===== config.mk =====
export PLATFORM = sky130hd
export DESIGN_NAME = uart_dimmer_command_parser_core_flat
export DESIGN_NICKNAME = d
export VERILOG_FILES = /design/src/rtl/udcp_pkg.sv /design/src/rtl/udcp_in_if.sv /design/src/rtl/udcp_out_if.sv /design/src/rtl/udcp_parser.sv /design/src/rtl/uart_dimmer_command_parser_core.sv /design/src/flat_wrapper.sv
export SDC_FILE = /design/constraint.sdc
export NUM_CORES = 1
export LEC_CHECK = 0
export BUFFER_PORTS_ARGS = -buffer_cell sky130_fd_sc_hd__buf_2
export CAP_MARGIN = 25
export CORE_ASPECT_RATIO = 1.25
export CORE_MARGIN = 10
export CORE_UTILIZATION = 51
export DETAILED_ROUTE_END_ITERATION = 8
export HOLD_SLACK_MARGIN = 0.15
export PLACE_DENSITY = 0.71
export RECOVER_POWER = 50
export SKIP_CTS_REPAIR_TIMING = 1
export SLEW_MARGIN = 5
export SYNTH_ARGS = -nofsm -noshare
export SYNTH_HDL_FRONTEND = slang
export SYNTH_HIERARCHICAL = 1
export SYNTH_SLANG_ARGS = --single-unit

===== constraint.sdc =====
create_clock -name i_clk -period 3.9 [get_ports i_clk]
set_input_delay 0.195 -clock i_clk [delete_from_list [all_inputs] [get_ports i_clk]]
set_output_delay 0.195 -clock i_clk [all_outputs]
set_load 0.05 [all_outputs]

===== src/rtl/udcp_pkg.sv =====
`default_nettype none

package udcp_pkg;

    localparam int LINE_CAPACITY_DEF = 100;

    localparam int STATUS_W = 3;
    localparam int LEVEL_W  = 7;
    localparam int PWM_W    = 10;
    localparam int BYTE_W   = 8;
    localparam int ACCUM_W  = 7;

    localparam logic [LEVEL_W-1:0] LEVEL_RESET = 7'd50;
    localparam logic [LEVEL_W-1:0] LEVEL_MAX   = 7'd99;
    localparam logic [ACCUM_W-1:0] ACCUM_SAT   = 7'd100;

    localparam logic [BYTE_W-1:0] CH_LF    = 8'h0A;
    localparam logic [BYTE_W-1:0] CH_CR    = 8'h0D;
    localparam logic [BYTE_W-1:0] CH_NUL   = 8'h00;
    localparam logic [BYTE_W-1:0] CH_SPACE = 8'h20;
    localparam logic [BYTE_W-1:0] CH_TAB   = 8'h09;
    localparam logic [BYTE_W-1:0] CH_VT    = 8'h0B;
    localparam logic [BYTE_W-1:0] CH_FF    = 8'h0C;
    localparam logic [BYTE_W-1:0] CH_PLUS  = 8'h2B;
    localparam logic [BYTE_W-1:0] CH_MINUS = 8'h2D;
    localparam logic [BYTE_W-1:0] CH_EQ    = 8'h3D;
    localparam logic [BYTE_W-1:0] CH_LOW_L = 8'h6C;
    localparam logic [BYTE_W-1:0] CH_UP_L  = 8'h4C;
    localparam logic [BYTE_W-1:0] CH_ZERO  = 8'h30;
    localparam logic [BYTE_W-1:0] CH_NINE  = 8'h39;

    localparam logic OP_BYTE   = 1'b0;
    localparam logic OP_BUTTON = 1'b1;

    typedef enum logic [2:0] {
        PH_FIRST  = 3'd0,
        PH_EQ     = 3'd1,
        PH_WS     = 3'd2,
        PH_SIGN   = 3'd3,
        PH_DIGITS = 3'd4,
        PH_DONE   = 3'd5,
        PH_BADCMD = 3'd6
    } t_phase;

    typedef enum logic [STATUS_W-1:0] {
        ST_NONE    = 3'd0,
        ST_SET     = 3'd1,
        ST_BADVAL  = 3'd2,
        ST_BADCMD  = 3'd3,
        ST_TOOLONG = 3'd4
    } t_status;

    typedef struct packed {
        t_status              status;
        logic [LEVEL_W-1:0]   level;
        logic [PWM_W-1:0]     pwm_compare;
        logic                 lit;
    } t_result;

endpackage

`default_nettype wire


===== src/rtl/udcp_in_if.sv =====
`default_nettype none

interface udcp_in_if;
    import udcp_pkg::*;

    logic              valid;
    logic              ready;
    logic              op;
    logic [BYTE_W-1:0] rx_byte;

    modport source (output valid, output op, output rx_byte, input ready);
    modport sink   (input valid, input op, input rx_byte, output ready);
endinterface

`default_nettype wire


===== src/rtl/udcp_out_if.sv =====
`default_nettype none

interface udcp_out_if;
    import udcp_pkg::*;

    logic                valid;
    logic                ready;
    logic [STATUS_W-1:0] status;
    logic [LEVEL_W-1:0]  level;
    logic [PWM_W-1:0]    pwm_compare;
    logic                lit;

    modport source (output valid, output status, output level, output pwm_compare,
                    output lit, input ready);
    modport sink   (input valid, input status, input level, input pwm_compare,
                    input lit, output ready);
endinterface

`default_nettype wire


===== src/rtl/udcp_parser.sv =====
`default_nettype none

module udcp_parser #(
    parameter int LINE_CAPACITY = udcp_pkg::LINE_CAPACITY_DEF
) (
    input  wire logic                        i_clk,
    input  wire logic                        i_rst_n,
    input  wire logic                        i_step,
    input  wire logic                        i_op,
    input  wire logic [udcp_pkg::BYTE_W-1:0] i_byte,
    output udcp_pkg::t_result                o_result
);
    import udcp_pkg::*;

    localparam int CW = $clog2(LINE_CAPACITY);
    localparam logic [CW-1:0] COUNT_LAST = CW'(LINE_CAPACITY - 1);

    logic [CW-1:0]      r_count, n_count;
    t_phase             r_phase, n_phase;
    logic [ACCUM_W-1:0] r_accum, n_accum;
    logic               r_neg, n_neg;
    logic               r_saw, n_saw;
    logic [LEVEL_W-1:0] r_level, n_level;
    logic               r_lit, n_lit;

    logic               w_is_digit;
    logic               w_is_ws;
    logic [PWM_W-1:0]   w_acc_sum;
    logic [ACCUM_W-1:0] w_acc_next;
    t_status            w_status;

    always_comb begin
        w_is_digit = (i_byte >= CH_ZERO) && (i_byte <= CH_NINE);
        w_is_ws    = (i_byte == CH_SPACE) || (i_byte == CH_TAB) ||
                     (i_byte == CH_VT) || (i_byte == CH_FF);
        w_acc_sum  = {r_accum, 3'b000} + {2'b00, r_accum, 1'b0}
                   + {6'd0, i_byte[3:0]};
        w_acc_next = (w_acc_sum > PWM_W'(LEVEL_MAX)) ? ACCUM_SAT : w_acc_sum[ACCUM_W-1:0];
    end

    always_comb begin
        n_count  = r_count;
        n_phase  = r_phase;
        n_accum  = r_accum;
        n_neg    = r_neg;
        n_saw    = r_saw;
        n_level  = r_level;
        n_lit    = r_lit;
        w_status = ST_NONE;
        if (i_op == OP_BUTTON) begin
            n_lit = ~r_lit;
        end else if ((i_byte == CH_LF) || (i_byte == CH_CR)) begin
            if (r_count == '0) begin
                w_status = ST_NONE;
            end else if ((r_phase == PH_FIRST) || (r_phase == PH_EQ) ||
                         (r_phase == PH_BADCMD)) begin
                w_status = ST_BADCMD;
            end else if (r_saw && (r_accum <= LEVEL_MAX) &&
                         ((r_accum == '0) || !r_neg)) begin
                w_status = ST_SET;
                n_level  = r_accum;
            end else begin
                w_status = ST_BADVAL;
            end
            n_count = '0;
            n_phase = PH_FIRST;
            n_accum = '0;
            n_neg   = 1'b0;
            n_saw   = 1'b0;
        end else if (r_count >= COUNT_LAST) begin
            w_status = ST_TOOLONG;
            n_count  = '0;
            n_phase  = PH_FIRST;
            n_accum  = '0;
            n_neg    = 1'b0;
            n_saw    = 1'b0;
        end else begin
            n_count = r_count + 1'b1;
            if (i_byte == CH_NUL) begin
                if ((r_phase == PH_FIRST) || (r_phase == PH_EQ)) begin
                    n_phase = PH_BADCMD;
                end else if (r_phase != PH_BADCMD) begin
                    n_phase = PH_DONE;
                end
            end else begin
                case (r_phase)
                    PH_FIRST: begin
                        n_phase = ((i_byte == CH_LOW_L) || (i_byte == CH_UP_L)) ?
                                  PH_EQ : PH_BADCMD;
                    end
                    PH_EQ: begin
                        n_phase = (i_byte == CH_EQ) ? PH_WS : PH_BADCMD;
                    end
                    PH_WS: begin
                        if (w_is_ws) begin
                            n_phase = PH_WS;
                        end else if (i_byte == CH_PLUS) begin
                            n_phase = PH_SIGN;
                        end else if (i_byte == CH_MINUS) begin
                            n_neg   = 1'b1;
                            n_phase = PH_SIGN;
                        end else if (w_is_digit) begin
                            n_accum = w_acc_next;
                            n_saw   = 1'b1;
                            n_phase = PH_DIGITS;
                        end else begin
                            n_phase = PH_DONE;
                        end
                    end
                    PH_SIGN, PH_DIGITS: begin
                        if (w_is_digit) begin
                            n_accum = w_acc_next;
                            n_saw   = 1'b1;
                            n_phase = PH_DIGITS;
                        end else begin
                            n_phase = PH_DONE;
                        end
                    end
                    default: begin
                        n_phase = r_phase;
                    end
                endcase
            end
        end
    end

    always_ff @(posedge i_clk) begin
        if (!i_rst_n) begin
            r_count <= '0;
            r_phase <= PH_FIRST;
            r_accum <= '0;
            r_neg   <= 1'b0;
            r_saw   <= 1'b0;
            r_level <= LEVEL_RESET;
            r_lit   <= 1'b1;
        end else if (i_step) begin
            r_count <= n_count;
            r_phase <= n_phase;
            r_accum <= n_accum;
            r_neg   <= n_neg;
            r_saw   <= n_saw;
            r_level <= n_level;
            r_lit   <= n_lit;
        end
    end

    always_comb begin
        o_result.status      = w_status;
        o_result.level       = n_level;
        o_result.lit         = n_lit;
        o_result.pwm_compare = n_lit ? ({n_level, 3'b000} + {2'b00, n_level, 1'b0})
                                     : '0;
    end

`ifndef SYNTHESIS
    a_level_range: assert property (@(posedge i_clk) disable iff (!i_rst_n)
        r_level <= LEVEL_MAX)
        else $error("Brightness register left the range 0 to 99.");

    a_accum_sat: assert property (@(posedge i_clk) disable iff (!i_rst_n)
        r_accum <= ACCUM_SAT)
        else $error("Value accumulator passed its saturation point.");

    a_button_toggle: assert property (@(posedge i_clk) disable iff (!i_rst_n)
        (i_step && (i_op == OP_BUTTON)) |=> (r_lit != $past(r_lit)) &&
                                           (r_count == $past(r_count)))
        else $error("Button beat did not toggle the LED or disturbed the line.");

    a_digit_phase: assert property (@(posedge i_clk) disable iff (!i_rst_n)
        r_saw |-> ((r_phase == PH_DIGITS) || (r_phase == PH_DONE)))
        else $error("Digit flag set outside the digit or done phases.");
`endif

endmodule

`default_nettype wire


===== src/rtl/uart_dimmer_command_parser_core.sv =====
// Channel  Direction  Payload                             Handshake
// i_cmd    in         op, rx_byte                         valid / ready
// o_res    out        status, level, pwm_compare, lit     valid / ready
//
// One result beat per input beat; a beat passes through the input register, then the result register.
// Full rate: a new beat is accepted every cycle while the result register drains.
// The input register holds a beat while the result register is full and stalled.
// Synchronous active-low reset: brightness 50, LED on, line parser empty.
// The only loop is the parser state update between the two registers.

`default_nettype none

module uart_dimmer_command_parser_core #(
    parameter int LINE_CAPACITY = udcp_pkg::LINE_CAPACITY_DEF
) (
    input  wire logic   i_clk,
    input  wire logic   i_rst_n,
    udcp_in_if.sink     i_cmd,
    udcp_out_if.source  o_res
);
    import udcp_pkg::*;

    logic              r_in_valid;
    logic              r_in_op;
    logic [BYTE_W-1:0] r_in_byte;
    logic              r_out_valid;
    t_result           r_out;
    t_result           w_result;
    logic              w_step;

    assign w_step      = r_in_valid && (!r_out_valid || o_res.ready);
    assign i_cmd.ready = !r_in_valid || w_step;

    always_ff @(posedge i_clk) begin
        if (!i_rst_n) begin
            r_in_valid <= 1'b0;
        end else if (i_cmd.ready) begin
            r_in_valid <= i_cmd.valid;
        end
    end

    always_ff @(posedge i_clk) begin
        if (i_cmd.ready && i_cmd.valid) begin
            r_in_op   <= i_cmd.op;
            r_in_byte <= i_cmd.rx_byte;
        end
    end

    udcp_parser #(
        .LINE_CAPACITY(LINE_CAPACITY)
    ) u_parser (
        .i_clk    (i_clk),
        .i_rst_n  (i_rst_n),
        .i_step   (w_step),
        .i_op     (r_in_op),
        .i_byte   (r_in_byte),
        .o_result (w_result)
    );

    always_ff @(posedge i_clk) begin
        if (!i_rst_n) begin
            r_out_valid <= 1'b0;
        end else if (w_step) begin
            r_out_valid <= 1'b1;
        end else if (o_res.ready) begin
            r_out_valid <= 1'b0;
        end
    end

    always_ff @(posedge i_clk) begin
        if (w_step) begin
            r_out <= w_result;
        end
    end

    assign o_res.valid       = r_out_valid;
    assign o_res.status      = r_out.status;
    assign o_res.level       = r_out.level;
    assign o_res.pwm_compare = r_out.pwm_compare;
    assign o_res.lit         = r_out.lit;

endmodule

`default_nettype wire

===== src/flat_wrapper.sv =====
// flat-port wrapper written by rule: the top's interface ports become plain ports
module uart_dimmer_command_parser_core_flat import udcp_pkg::*;
#(
    parameter int LINE_CAPACITY = udcp_pkg::LINE_CAPACITY_DEF
)
  (i_clk, i_rst_n, i_cmd_valid, i_cmd_op, i_cmd_rx_byte, i_cmd_ready, o_res_valid, o_res_status, o_res_level, o_res_pwm_compare, o_res_lit, o_res_ready);
  udcp_in_if i_cmd_i ();
  udcp_out_if o_res_i ();
  input  wire logic i_clk;
  input  wire logic i_rst_n;
  input wire logic [$bits(i_cmd_i.valid)-1:0] i_cmd_valid;
  input wire logic [$bits(i_cmd_i.op)-1:0] i_cmd_op;
  input wire logic [$bits(i_cmd_i.rx_byte)-1:0] i_cmd_rx_byte;
  output wire logic [$bits(i_cmd_i.ready)-1:0] i_cmd_ready;
  output wire logic [$bits(o_res_i.valid)-1:0] o_res_valid;
  output wire logic [$bits(o_res_i.status)-1:0] o_res_status;
  output wire logic [$bits(o_res_i.level)-1:0] o_res_level;
  output wire logic [$bits(o_res_i.pwm_compare)-1:0] o_res_pwm_compare;
  output wire logic [$bits(o_res_i.lit)-1:0] o_res_lit;
  input wire logic [$bits(o_res_i.ready)-1:0] o_res_ready;
  assign i_cmd_i.valid = i_cmd_valid;
  assign i_cmd_i.op = i_cmd_op;
  assign i_cmd_i.rx_byte = i_cmd_rx_byte;
  assign i_cmd_ready = i_cmd_i.ready;
  assign o_res_valid = o_res_i.valid;
  assign o_res_status = o_res_i.status;
  assign o_res_level = o_res_i.level;
  assign o_res_pwm_compare = o_res_i.pwm_compare;
  assign o_res_lit = o_res_i.lit;
  assign o_res_i.ready = o_res_ready;
  uart_dimmer_command_parser_core #(.LINE_CAPACITY(LINE_CAPACITY)) u_core (.i_clk(i_clk), .i_rst_n(i_rst_n), .i_cmd(i_cmd_i), .o_res(o_res_i));
endmodule

==> results of run 1 <==
path summary, 6_finish.rpt:
path / from / end / slack, ps / depth (start not counted)
max: u_core/r_in_byte[4] / u_core/o_res.pwm_compare[9] / 300 / 12
min: o_res_ready / u_core/r_in_valid / 180 / 3
max reg2reg: u_core/r_in_byte[4] / u_core/o_res.pwm_compare[9] / 300 / 12
min reg2reg: u_core/u_parser/r_level[0] / u_core/u_parser/r_level[0] / 460 / 2
layer usage:
layer	vias to the layer above	global-route usage	wire [microns]
met5	-	0	0
met3	10	0.0535	492
met4	0	0.0519	112
met2	60	0.232	3210
met1	1160	0.143	2810
li1	1299	-	-
metrics by stage:
| step | hold WS, ps | cell area, sq um | setup slack, ps |
|---|---|---|---|
| after CTS | 21.0 | 3810 | 214 |
| after global placement | 372 | 3600 | 304 |
| after global routing | 190 | 3880 | 29.0 |
| final | 176 | 3880 | 299 |
| after detailed placement | 373 | 3600 | 230 |
| after floorplan | 294 | 3310 | 327 |
area by class of cell:
cell class / instances / area share
multi-input cells: 237 / 0.441
flip-flops and latches: 59 / 0.382
repair buffers: 56 / 0.0838
clock buffers: 11 / 0.0364
well taps: 85 / 0.0274
clock inverters: 5 / 0.0197
inverters: 10 / 0.00967
layout by cell type, fill, tap and decap left out, types with 3 or more instances in the layout:
cell	count
sky130_fd_sc_hd__edfxtp_1	30
sky130_fd_sc_hd__dfxtp_1	29
sky130_fd_sc_hd__nor2_1	29
sky130_fd_sc_hd__clkbuf_1	25
sky130_fd_sc_hd__nand2_1	20
sky130_fd_sc_hd__ha_1	20
sky130_fd_sc_hd__nand3_1	18
sky130_fd_sc_hd__a21oi_1	17
sky130_fd_sc_hd__buf_2	12
sky130_fd_sc_hd__clkbuf_8	10
sky130_fd_sc_hd__dlygate4sd3_1	10
sky130_fd_sc_hd__inv_1	10
sky130_fd_sc_hd__buf_4	10
sky130_fd_sc_hd__nor2b_1	8
sky130_fd_sc_hd__o21ai_0	8
sky130_fd_sc_hd__nor3_1	8
sky130_fd_sc_hd__xor2_1	8
sky130_fd_sc_hd__xnor2_1	7
sky130_fd_sc_hd__a22o_1	7
sky130_fd_sc_hd__mux2_2	6
sky130_fd_sc_hd__nor4_1	6
sky130_fd_sc_hd__and2_1	5
sky130_fd_sc_hd__a21o_1	4
sky130_fd_sc_hd__o21ai_1	4
sky130_fd_sc_hd__nand4_1	4
sky130_fd_sc_hd__a211oi_1	3
sky130_fd_sc_hd__mux2i_1	3
sky130_fd_sc_hd__and3_1	3
sky130_fd_sc_hd__o2bb2ai_1	3
sky130_fd_sc_hd__fa_1	3
cells in the mapped netlist, types with 5 or more instances:
library cell / n / share of area
sky130_fd_sc_hd__xor2_1: 8 / 0.021
sky130_fd_sc_hd__edfxtp_1: 30 / 0.27
sky130_fd_sc_hd__xnor2_1: 7 / 0.019
sky130_fd_sc_hd__nor4_1: 6 / 0.011
sky130_fd_sc_hd__nand2_1: 20 / 0.023
sky130_fd_sc_hd__and2_1: 5 / 0.0095
sky130_fd_sc_hd__a22o_1: 7 / 0.019
sky130_fd_sc_hd__clkbuf_1: 6 / 0.0068
sky130_fd_sc_hd__nor2_1: 29 / 0.033
sky130_fd_sc_hd__mux2_2: 6 / 0.020
sky130_fd_sc_hd__dfxtp_1: 29 / 0.18
sky130_fd_sc_hd__inv_1: 10 / 0.011
sky130_fd_sc_hd__nand3_1: 18 / 0.027
sky130_fd_sc_hd__a21oi_1: 17 / 0.026
sky130_fd_sc_hd__ha_1: 20 / 0.076
sky130_fd_sc_hd__o21ai_0: 8 / 0.012
sky130_fd_sc_hd__nor3_1: 8 / 0.012
sky130_fd_sc_hd__nor2b_1: 8 / 0.015
sequential cells by signal (all words and copies together), names as in the netlist, 3 cells and up:
register	count
u_core/u_parser/r_count	7
u_core/o_res.pwm_compare	10
u_core/u_parser/r_phase	3
u_core/u_parser/r_accum	7
u_core/o_res.level	7
u_core/r_in_byte	8
u_core/o_res.status	3
u_core/u_parser/r_level	7
cell families (layout without fill, tap and decap cells):
kind of cell | after synthesis | in the layout | share of synthesized area
xor gates and xnor gates | 15 | 15 | 0.0397
and+or+nand+nor | 120 | 120 | 0.204
muxes | 10 | 10 | 0.0340
buffers and inverters | 24 | 82 | 0.0344
other | 1 | 1 | 0.00113
AOI/OAI and AO/OA | 68 | 68 | 0.145
adders and majority gates | 23 | 23 | 0.0938
DFF | 59 | 59 | 0.448
worst min-delay path, stage by stage:
cell and delay [ps]:
sky130_fd_sc_hd__buf_2 90, sky130_fd_sc_hd__nand3b_4 120, sky130_fd_sc_hd__a21boi_0 70
power by group through the flow:
stage / logic [mW] / registers (mW) / clock network, mW
after floorplan: 0.0633 / 0.726 / 0
after global placement: 0.121 / 0.699 / 0
after detailed placement: 0.122 / 0.700 / 0
after CTS: 0.123 / 0.686 / 0.628
after global routing: 0.138 / 0.688 / 0.653
final: 0.126 / 0.687 / 0.618
==> out/qor.yml, run 1 <==
synth:
  instance_count_of_the_mapped_netlist: 320
  synth_enable_flop_cells: 30
  postSynthAreaPerCell_sq_um: 10.3
  synth_fp_nets: 356
  async_reset_ff_frac: 0
  synth.ff_latch_count: 59
  ys.flop_type: "sky130_fd_sc_hd__edfxtp_1"
  yosysWarnings: 6
  post_synth_instance_area_sq_mm: 0.00331
  synthDistinctLibCells: 65
  portion_of_the_post_synthesis_area_used_by_sequential_elements: 0.448
worst_hold_path:
  timing.hold.worst.class: "input pin to flip-flop"
timing:
  finalHoldViolCount: 0
  setup-tns-final_ps: 0
  actual_slew_at_the_worst_max_slew_pin_ps: 1470
  drv_slew: 0
  period_share: 0.923
  finalSetupViolations: 0
  min_period_ps: 3600
  grt_setup_unrepaired: "no"
  max_slew_margin: 0.0190
  worst_clock_skew_ps: 4.71
  fmax_mhz: 278
cells_and_area:
  antenna_cells_inserted: 0
  fillers: 517
  final_cells: 463
  nNetsFinal: 409
  sequential_cell_area_sq_mm: 0.00148
  fin_util: 0.621
  final_layout_size_suffix_gt1_frac: 0.146
  syn_to_final_growth_pct: 17.3
  multi_input_area_sq_mm: 0.00171
critical_path:
  buffers_plus_inverters_on_the_worst_setup_path: 1
  crit_fanout: 10
  critical_path.endpoint_type: "flip-flop"
  top_cell_family_by_delay_on_the_critical_path: "simple AND/OR/NAND/NOR gates"
  timing.critical_path.from_type: "flip-flop"
  timing.critical_path.arrival_ps: 3670
  worst_path_most_repeated_cell: "sky130_fd_sc_hd__nor2_1"
  critPathSlowestCell: "sky130_fd_sc_hd__edfxtp_1"
  cp_data_required_time_ps: 3970
  max_stage_delay_ps: 460
  worstPathCellList: "nor3_2, o211ai_1, nor4_4, buf_4, mux2_2, fa_1, a21o_1, a211oi_2, nor2_1, xor2_1, nor2_1, a211oi_1"
  critPathKind: "flip-flop to flip-flop"
power:
  cellPowerDensity_mw_per_mm2: 369
  p_sw_frac: 0.240
  net-switching-power_mw: 0.343
  leakagePower_nw: 1.55
  sequentialPowerShare: 0.480
  power.internal_mw: 1.09
  total_power_mw: 1.43
  power.clock.fraction: 0.432
  combinationalPowerShare: 0.088
  vdd_ir_drop_max_v: 0.000260
clock_tree:
  tritoncts: "done"
  clk_root_buffer_cell: "sky130_fd_sc_hd__clkbuf_8"
  clkSlewWorstSetupHoldPaths_ps: 70
  cts_sinks: 59
  clk_latency_ps: 340
  cts_inserted_buffers: 9
  htreeDepth: 3
  cts_max_path_buffers: 2
routing:
  routed-via-count: 2529
  post_drt_antenna_nets: 0
  routed_via_density: 5.46
  per_cell_routed_wire_length_microns: 14.3
  dr.pass1.iters: 4
  route.final.wire_length_mm: 6.62
  drc_errors: 0
  drt_first_iter_violations: 91
placement:
  dp_hpwl_mm: 4.74
  globalplace.congestion: 0.837
  placed_cells: 437
  io_buffers: 35
grt:
  grt_pass1_vias: 2475
  grt_antenna_before_repair: 0
  globalRoute.totalOverflow: 0
  wire_length_of_the_first_global_routing_pass_mm: 11.0
  gr-usage-all-layers: 0.133
  maximum_number_of_pins_on_one_net_before_global_route_repair: 30
die:
  coreArea_sq_mm: 0.00625
  num_rows: 32
  dieArea_sq_mm: 0.0101
  overall_die_width_microns: 92.0
  floorplan.initialDensity: 0.529
  ioPinCount: 36
  die_h_microns: 110
flow_run:
  number_of_max_cap_violations: 0
run_status:
  run_status: "finished, final reports clean"
(Power assumes the default switching activity.)
==> run 2: changes to the inputs <==
--- a/config.mk
+++ b/config.mk
@@ -5,14 +5,14 @@
 export SDC_FILE = /design/constraint.sdc
 export NUM_CORES = 1
 export LEC_CHECK = 0
-export BUFFER_PORTS_ARGS = -buffer_cell sky130_fd_sc_hd__buf_2
 export CAP_MARGIN = 25
 export CORE_ASPECT_RATIO = 1.25
 export CORE_MARGIN = 10
 export CORE_UTILIZATION = 51
 export DETAILED_ROUTE_END_ITERATION = 8
+export DONT_BUFFER_PORTS = 1
 export HOLD_SLACK_MARGIN = 0.15
-export PLACE_DENSITY = 0.71
+export PLACE_DENSITY = 0.66
 export RECOVER_POWER = 50
 export SKIP_CTS_REPAIR_TIMING = 1
 export SLEW_MARGIN = 5
==> run 2 against run 1 <==
Compared with the run above: routed wire length down 1.2%; die area unchanged; clock power up 9.2%; sequential share of layout area up 1.1 points; non-clock buffer count down 31; cell count down 6.7%; utilization down 1.8 points; setup slack worse by 48 ps; register-to-register slack worse by 50 ps; highest routed layer unchanged.
==> out/qor.yml, run 2 (synthesized netlist as in run 1, its figures left out) <==
grt:
  grt_pass1_vias: 2444  # was 2475
  grt_antenna_before_repair: 0  # unchanged
  wire_length_of_the_first_global_routing_pass_mm: 11.1  # was 11.0 mm
  maximum_number_of_pins_on_one_net_before_global_route_repair: 29  # was 30
  gr-usage-all-layers: 0.134  # was 0.133
  globalRoute.totalOverflow: 0  # unchanged
routing:
  drt_first_iter_violations: 75  # was 91
  routed-via-count: 2481  # was 2529
  dr.pass1.iters: 4  # unchanged
  post_drt_antenna_nets: 0  # unchanged
  route.final.wire_length_mm: 6.54  # was 6.62 mm
  per_cell_routed_wire_length_microns: 15.1  # was 14.3 microns
  drc_errors: 0  # unchanged
  routed_via_density: 5.74  # was 5.46
timing:
  worst_clock_skew_ps: 6.28  # was 4.71 ps
  period_share: 0.936  # was 0.923
  drv_slew: 0  # unchanged
  finalHoldViolCount: 0  # unchanged
  finalSetupViolations: 0  # unchanged
  setup-tns-final_ps: 0  # unchanged
  max_slew_margin: 0.0712  # was 0.0190
  actual_slew_at_the_worst_max_slew_pin_ps: 1390  # was 1470 ps
  hold-worst-slack_ps: 105  # was 176 ps
  grt_setup_unrepaired: "no"  # unchanged
  min_period_ps: 3650  # was 3600 ps
  fmax_mhz: 274  # was 278 MHz
  worst_slack_ps: 251  # was 299 ps
cells_and_area:
  final_layout_size_suffix_gt1_frac: 0.121  # was 0.146
  fin_util: 0.603  # was 0.621
  largest_reg_flops: 10  # unchanged
  final_cell_mix: "sky130_fd_sc_hd__edfxtp_1 (30), sky130_fd_sc_hd__dfxtp_1 (29), sky130_fd_sc_hd__nor2_1 (29)"  # unchanged
  final_cells: 432  # was 463
  antenna_cells_inserted: 0  # unchanged
  syn_to_final_growth_pct: 14.0  # was 17.3%
  layout_commonest_cell: "sky130_fd_sc_hd__edfxtp_1"  # unchanged
  nNetsFinal: 378  # was 409
clock_tree:
  cts_inserted_buffers: 9  # unchanged
  clk_latency_ps: 340  # about the same
  tritoncts: "done"  # unchanged
  clk_root_buffer_cell: "sky130_fd_sc_hd__clkbuf_8"  # unchanged
  clkSlewWorstSetupHoldPaths_ps: 70  # about the same
  htreeDepth: 3  # unchanged
  cts_max_path_buffers: 2  # unchanged
  cts_sinks: 59  # unchanged
die:
  overall_die_width_microns: 92.0  # unchanged
  die_h_microns: 110  # unchanged
  ioPinCount: 36  # unchanged
  dieArea_sq_mm: 0.0101  # unchanged
  coreArea_sq_mm: 0.00625  # unchanged
  num_rows: 32  # unchanged
  floorplan.initialDensity: 0.529  # unchanged
placement:
  globalplace.congestion: 0.822  # was 0.837
  dpl_worst_slack_ps: 218  # was 230 ps
  io_buffers: 0  # was 35
  placed_cells: 403  # was 437
  dp_hpwl_mm: 4.76  # was 4.74 mm
critical_path:
  top_cell_family_by_delay_on_the_critical_path: "compound AO/OA/AOI/OAI gates"  # was simple AND/OR/NAND/NOR gates
  timing.critical_path.arrival_ps: 3820  # was 3670 ps
  buffers_plus_inverters_on_the_worst_setup_path: 1  # unchanged
  cp_data_required_time_ps: 4070  # was 3970 ps
  critical_path.endpoint_type: "flip-flop"  # unchanged
  critPathKind: "flip-flop to flip-flop"  # unchanged
  worstPathCellList: "o41ai_1, o211ai_1, nor4_4, buf_4, mux2_2, fa_1, a21o_1, a211oi_1, nor2_1, xor2_1, nor2_1, a211oi_1"  # was nor3_2, o211ai_1, nor4_4, buf_4, mux2_2, fa_1, a21o_1, a211oi_2, nor2_1, xor2_1, nor2_1, a211oi_1
  timing.critical_path.from_type: "flip-flop"  # unchanged
  critPathSlowestCell: "sky130_fd_sc_hd__fa_1"  # was sky130_fd_sc_hd__edfxtp_1
  crit_fanout: 9  # was 10
  max_stage_delay_ps: 440  # was 460 ps
  rrSetupSlack_ps: 250  # was 300 ps
power:
  vdd_ir_drop_max_v: 0.000314  # was 0.000260 V
  cellPowerDensity_mw_per_mm2: 393  # was 369 mW/mm^2
  leakagePower_nw: 1.48  # was 1.55 nW
flow_run:
  number_of_max_cap_violations: 0  # unchanged
worst_hold_path:
  timing.hold.worst.class: "input pin to flip-flop"  # unchanged
run_status:
  run_status: "finished, final reports clean"  # unchanged
run 2: metrics by stage:
| step | power, mW | instance area (sq um) |
|---|---|---|
| after global routing | 1.53 | 3770 |
| after CTS | 1.48 | 3670 |
| after floorplan | 0.789 | 3310 |
| after global placement | 0.807 | 3430 |
| after detailed placement | 0.809 | 3430 |
| final | 1.48 | 3770 |
run 2: where the power goes:
part | total [mW] | internal (mW) | switching (mW)
logic | 0.0891 | 0.0368 | 0.0523
registers | 0.716 | 0.673 | 0.0432
clock network | 0.675 | 0.440 | 0.235
run 2: layout make-up:
class / count / area (sq um)
Fill cell: 536 / 2480
Multi-Input combinational cell: 237 / 1690
Sequential cell: 59 / 1480
Timing Repair Buffer: 25 / 210
Clock buffer: 11 / 141
Tap cell: 85 / 106
Clock inverter: 5 / 100
Inverter: 10 / 37.5
run 2: final timing paths:
path                                            startpoint                          end  cells after the start
worst max register to register  u_core/u_parser/r_accum[0]  u_core/o_res.pwm_compare[9]                     12
worst max-delay path            u_core/u_parser/r_accum[0]  u_core/o_res.pwm_compare[9]                     12
worst min register to register  u_core/u_parser/r_level[0]   u_core/u_parser/r_level[0]                      2
worst min-delay path                               i_rst_n   u_core/u_parser/r_phase[0]                      2
run 2: layer usage:
layer  routed length [microns]  up-vias  global-route usage
met5                         0        -                   0
met4                       100        0              0.0717
met3                       363        9              0.0413
met2                      3180       75               0.229
met1                      2900     1163               0.149
li1                          -     1234                   -
run 2: worst register-to-register path, stage by stage (launching register included):
cell and delay, ps:
sky130_fd_sc_hd__dfxtp_1 380, sky130_fd_sc_hd__o41ai_1 380, sky130_fd_sc_hd__o211ai_1 230, sky130_fd_sc_hd__nor4_4 420, sky130_fd_sc_hd__buf_4 240, sky130_fd_sc_hd__mux2_2 400
sky130_fd_sc_hd__fa_1 440, sky130_fd_sc_hd__a21o_1 210, sky130_fd_sc_hd__a211oi_1 290, sky130_fd_sc_hd__nor2_1 100, sky130_fd_sc_hd__xor2_1 140, sky130_fd_sc_hd__nor2_1 50
sky130_fd_sc_hd__a211oi_1 210
==> run 3: changes to the inputs <==
--- a/config.mk
+++ b/config.mk
@@ -11,6 +11,7 @@
 export CORE_UTILIZATION = 51
 export DETAILED_ROUTE_END_ITERATION = 8
 export DONT_BUFFER_PORTS = 1
+export GPL_TIMING_DRIVEN = 0
 export HOLD_SLACK_MARGIN = 0.15
 export PLACE_DENSITY = 0.66
 export RECOVER_POWER = 50
==> run 3 against run 2 <==
Compared with the run above: global-route usage shrank 1.0 points; die area is the same; routed wire length fell by 0.90%; utilization is 0.68 points higher; total power down 8.0%; via count rose by 0.16%; critical path depth rose by 2; cell count up 2.1%; combinational power increased by 0.8%; critical endpoint unchanged; largest power group unchanged; flip-flop and latch count did not move; setup slack got worse by 7.7 ps.
==> out/qor.yml, run 3 (synthesized netlist as in run 1, its figures left out) <==
clock_tree:
  cts_max_path_buffers: 2  # unchanged
  clkSlewWorstSetupHoldPaths_ps: 70  # about the same
  cts_inserted_buffers: 9  # unchanged
  cts_sinks: 59  # unchanged
  tritoncts: "done"  # unchanged
  htreeDepth: 3  # unchanged
  clk_root_buffer_cell: "sky130_fd_sc_hd__clkbuf_8"  # unchanged
  clk_latency_ps: 330  # was 340 ps
grt:
  busiest_layer: "met2"  # unchanged
  groute.layer.met2.usage: 0.212  # was 0.229
  grt_antenna_before_repair: 0  # unchanged
  globalRoute.totalOverflow: 0  # unchanged
  met3_usage: 0.0447  # was 0.0413
  groute.layer.met1.usage: 0.136  # was 0.149
  grt_pass1_vias: 2284  # was 2444
  gr-usage-all-layers: 0.124  # was 0.134
  maximum_number_of_pins_on_one_net_before_global_route_repair: 17  # was 29
  wire_length_of_the_first_global_routing_pass_mm: 10.3  # was 11.1 mm
placement:
  dp_hpwl_mm: 4.67  # was 4.76 mm
  io_buffers: 0  # unchanged
  globalplace.congestion: 0.784  # was 0.822
  dpl-instance-area_sq_mm: 0.00343  # about the same
timing:
  max_slew_margin: 0.0472  # was 0.0712
  period_share: 0.938  # was 0.936
  actual_slew_at_the_worst_max_slew_pin_ps: 1430  # was 1390 ps
  fmax_mhz: 273  # was 274 MHz
  finalHoldViolCount: 0  # unchanged
  drv_slew: 0  # unchanged
  worst_clock_skew_ps: 8.83  # was 6.28 ps
  hold-worst-slack_ps: 219  # was 105 ps
  finalSetupViolations: 0  # unchanged
  min_period_ps: 3660  # was 3650 ps
  setup-tns-final_ps: 0  # unchanged
die:
  coreArea_sq_mm: 0.00625  # unchanged
  die_h_microns: 110  # unchanged
  dieArea_sq_mm: 0.0101  # unchanged
  overall_die_width_microns: 92.0  # unchanged
  floorplan.initialDensity: 0.529  # unchanged
  num_rows: 32  # unchanged
  ioPinCount: 36  # unchanged
critical_path:
  r2r_end: "u_core/o_res.pwm_compare[9]"  # unchanged
  critical_path.endpoint_type: "flip-flop"  # unchanged
  crit_fanout: 9  # unchanged
  setup.worst_path.start: "u_core/u_parser/r_accum[6]"  # was u_core/u_parser/r_accum[0]
  timing.critical_path.arrival_ps: 3720  # was 3820 ps
  reg2reg_from: "u_core/u_parser/r_accum[6]"  # was u_core/u_parser/r_accum[0]
  critPathKind: "flip-flop to flip-flop"  # unchanged
  reg2regPathDepth: 14  # was 12
  timing.critical_path.from_type: "flip-flop"  # unchanged
  endpoint: "u_core/o_res.pwm_compare[9]"  # unchanged
  rrSetupSlack_ps: 240  # was 250 ps
  cp_data_required_time_ps: 3960  # was 4070 ps
cells_and_area:
  final_cell_mix: "sky130_fd_sc_hd__edfxtp_1 (30), sky130_fd_sc_hd__dfxtp_1 (29), sky130_fd_sc_hd__nor2_1 (29)"  # unchanged
  largest_reg_flops: 10  # unchanged
  fillers: 533  # was 536
  sequential_cell_area_sq_mm: 0.00148  # unchanged
  antenna_cells_inserted: 0  # unchanged
  final_layout_size_suffix_gt1_frac: 0.140  # was 0.121
  postLayoutCellArea_sq_mm: 0.00381  # was 0.00377 sq mm
  nNetsFinal: 387  # was 378
  layout_commonest_cell: "sky130_fd_sc_hd__edfxtp_1"  # unchanged
  multi_input_area_sq_mm: 0.00172  # was 0.00169 sq mm
  syn_to_final_growth_pct: 15.2  # was 14.0%
power:
  leakagePower_nw: 1.51  # was 1.48 nW
  cellPowerDensity_mw_per_mm2: 357  # was 393 mW/mm^2
  vdd_ir_drop_max_v: 0.000247  # was 0.000314 V
routing:
  post_drt_antenna_nets: 0  # unchanged
  routed_via_density: 5.63  # was 5.74
  route.final.wire_length_mm: 6.48  # was 6.54 mm
  drt_first_iter_violations: 64  # was 75
  drc_errors: 0  # unchanged
  per_cell_routed_wire_length_microns: 14.7  # was 15.1 microns
  routed-via-count: 2485  # was 2481
  dr.pass1.iters: 4  # unchanged
worst_hold_path:
  timing.hold.worst.class: "input pin to flip-flop"  # unchanged
flow_run:
  number_of_max_cap_violations: 0  # unchanged
run_status:
  run_status: "finished, final reports clean"  # unchanged
==> run 3: layout make-up <==
class | count | share of cell area
repair buffers | 20 | 0.0492
flip-flops and latches | 59 | 0.389
clock inverters | 5 | 0.0135
clock buffers | 11 | 0.0397
inverters | 10 | 0.00985
multi-input cells | 237 | 0.450
well taps | 85 | 0.0279
plain buffers | 14 | 0.0210
==> run 3: worst min path at each step <==
stage	from	endpoint	slack [ps]	cells past startpoint
finish	i_rst_n	u_core/u_parser/r_level[5]	220	2
global route	i_rst_n	u_core/u_parser/r_level[5]	250	2
CTS	i_cmd_rx_byte[7]	u_core/r_in_byte[7]	-60	0
detailed placement	i_cmd_rx_byte[2]	u_core/r_in_byte[2]	290	0
global placement	i_cmd_rx_byte[2]	u_core/r_in_byte[2]	290	0
floorplan	i_cmd_rx_byte[0]	u_core/r_in_byte[0]	290	0
==> run 3: metrics by stage <==
step,power (mW),cells,utilization,setup WS [ps]
6_report,1.36,441,0.610,243
5_1_grt,1.41,441,0.610,-14.2
4_1_cts,1.37,422,0.582,-162
3_5_place_dp,0.810,406,0.549,-133
3_3_place_gp,0.806,405,0.546,-161
2_1_floorplan,0.789,320,-,327
==> run 3: report_power, final <==
group / switching (mW) / internal [mW] / leakage [nW]
sequential: 0.0432 / 0.673 / 0.514
clock: 0.231 / 0.325 / 0.103
combinational: 0.0523 / 0.0375 / 0.892
==> run 3: worst max-delay path: stages, from the launching register on <==
cell	delay [ps]
sky130_fd_sc_hd__dfxtp_1	310
sky130_fd_sc_hd__buf_2	190
sky130_fd_sc_hd__o41ai_2	280
sky130_fd_sc_hd__o211ai_1	190
sky130_fd_sc_hd__nor4_4	400
sky130_fd_sc_hd__buf_4	180
sky130_fd_sc_hd__mux2_2	360
sky130_fd_sc_hd__ha_1	240
sky130_fd_sc_hd__fa_1	400
sky130_fd_sc_hd__a21o_1	220
sky130_fd_sc_hd__a211oi_2	200
sky130_fd_sc_hd__nor2_1	90
sky130_fd_sc_hd__xor2_1	140
sky130_fd_sc_hd__nor2_1	120
sky130_fd_sc_hd__a211oi_2	60
==> run 3: metal layers <==
layer  wire length (microns)  share of wire  up-vias
met1                    2860           0.44     1155
met4                      80          0.012        0
met5                       0              0        -
li1                        -              -     1258
met3                     377          0.058        8
met2                    3160           0.49       64
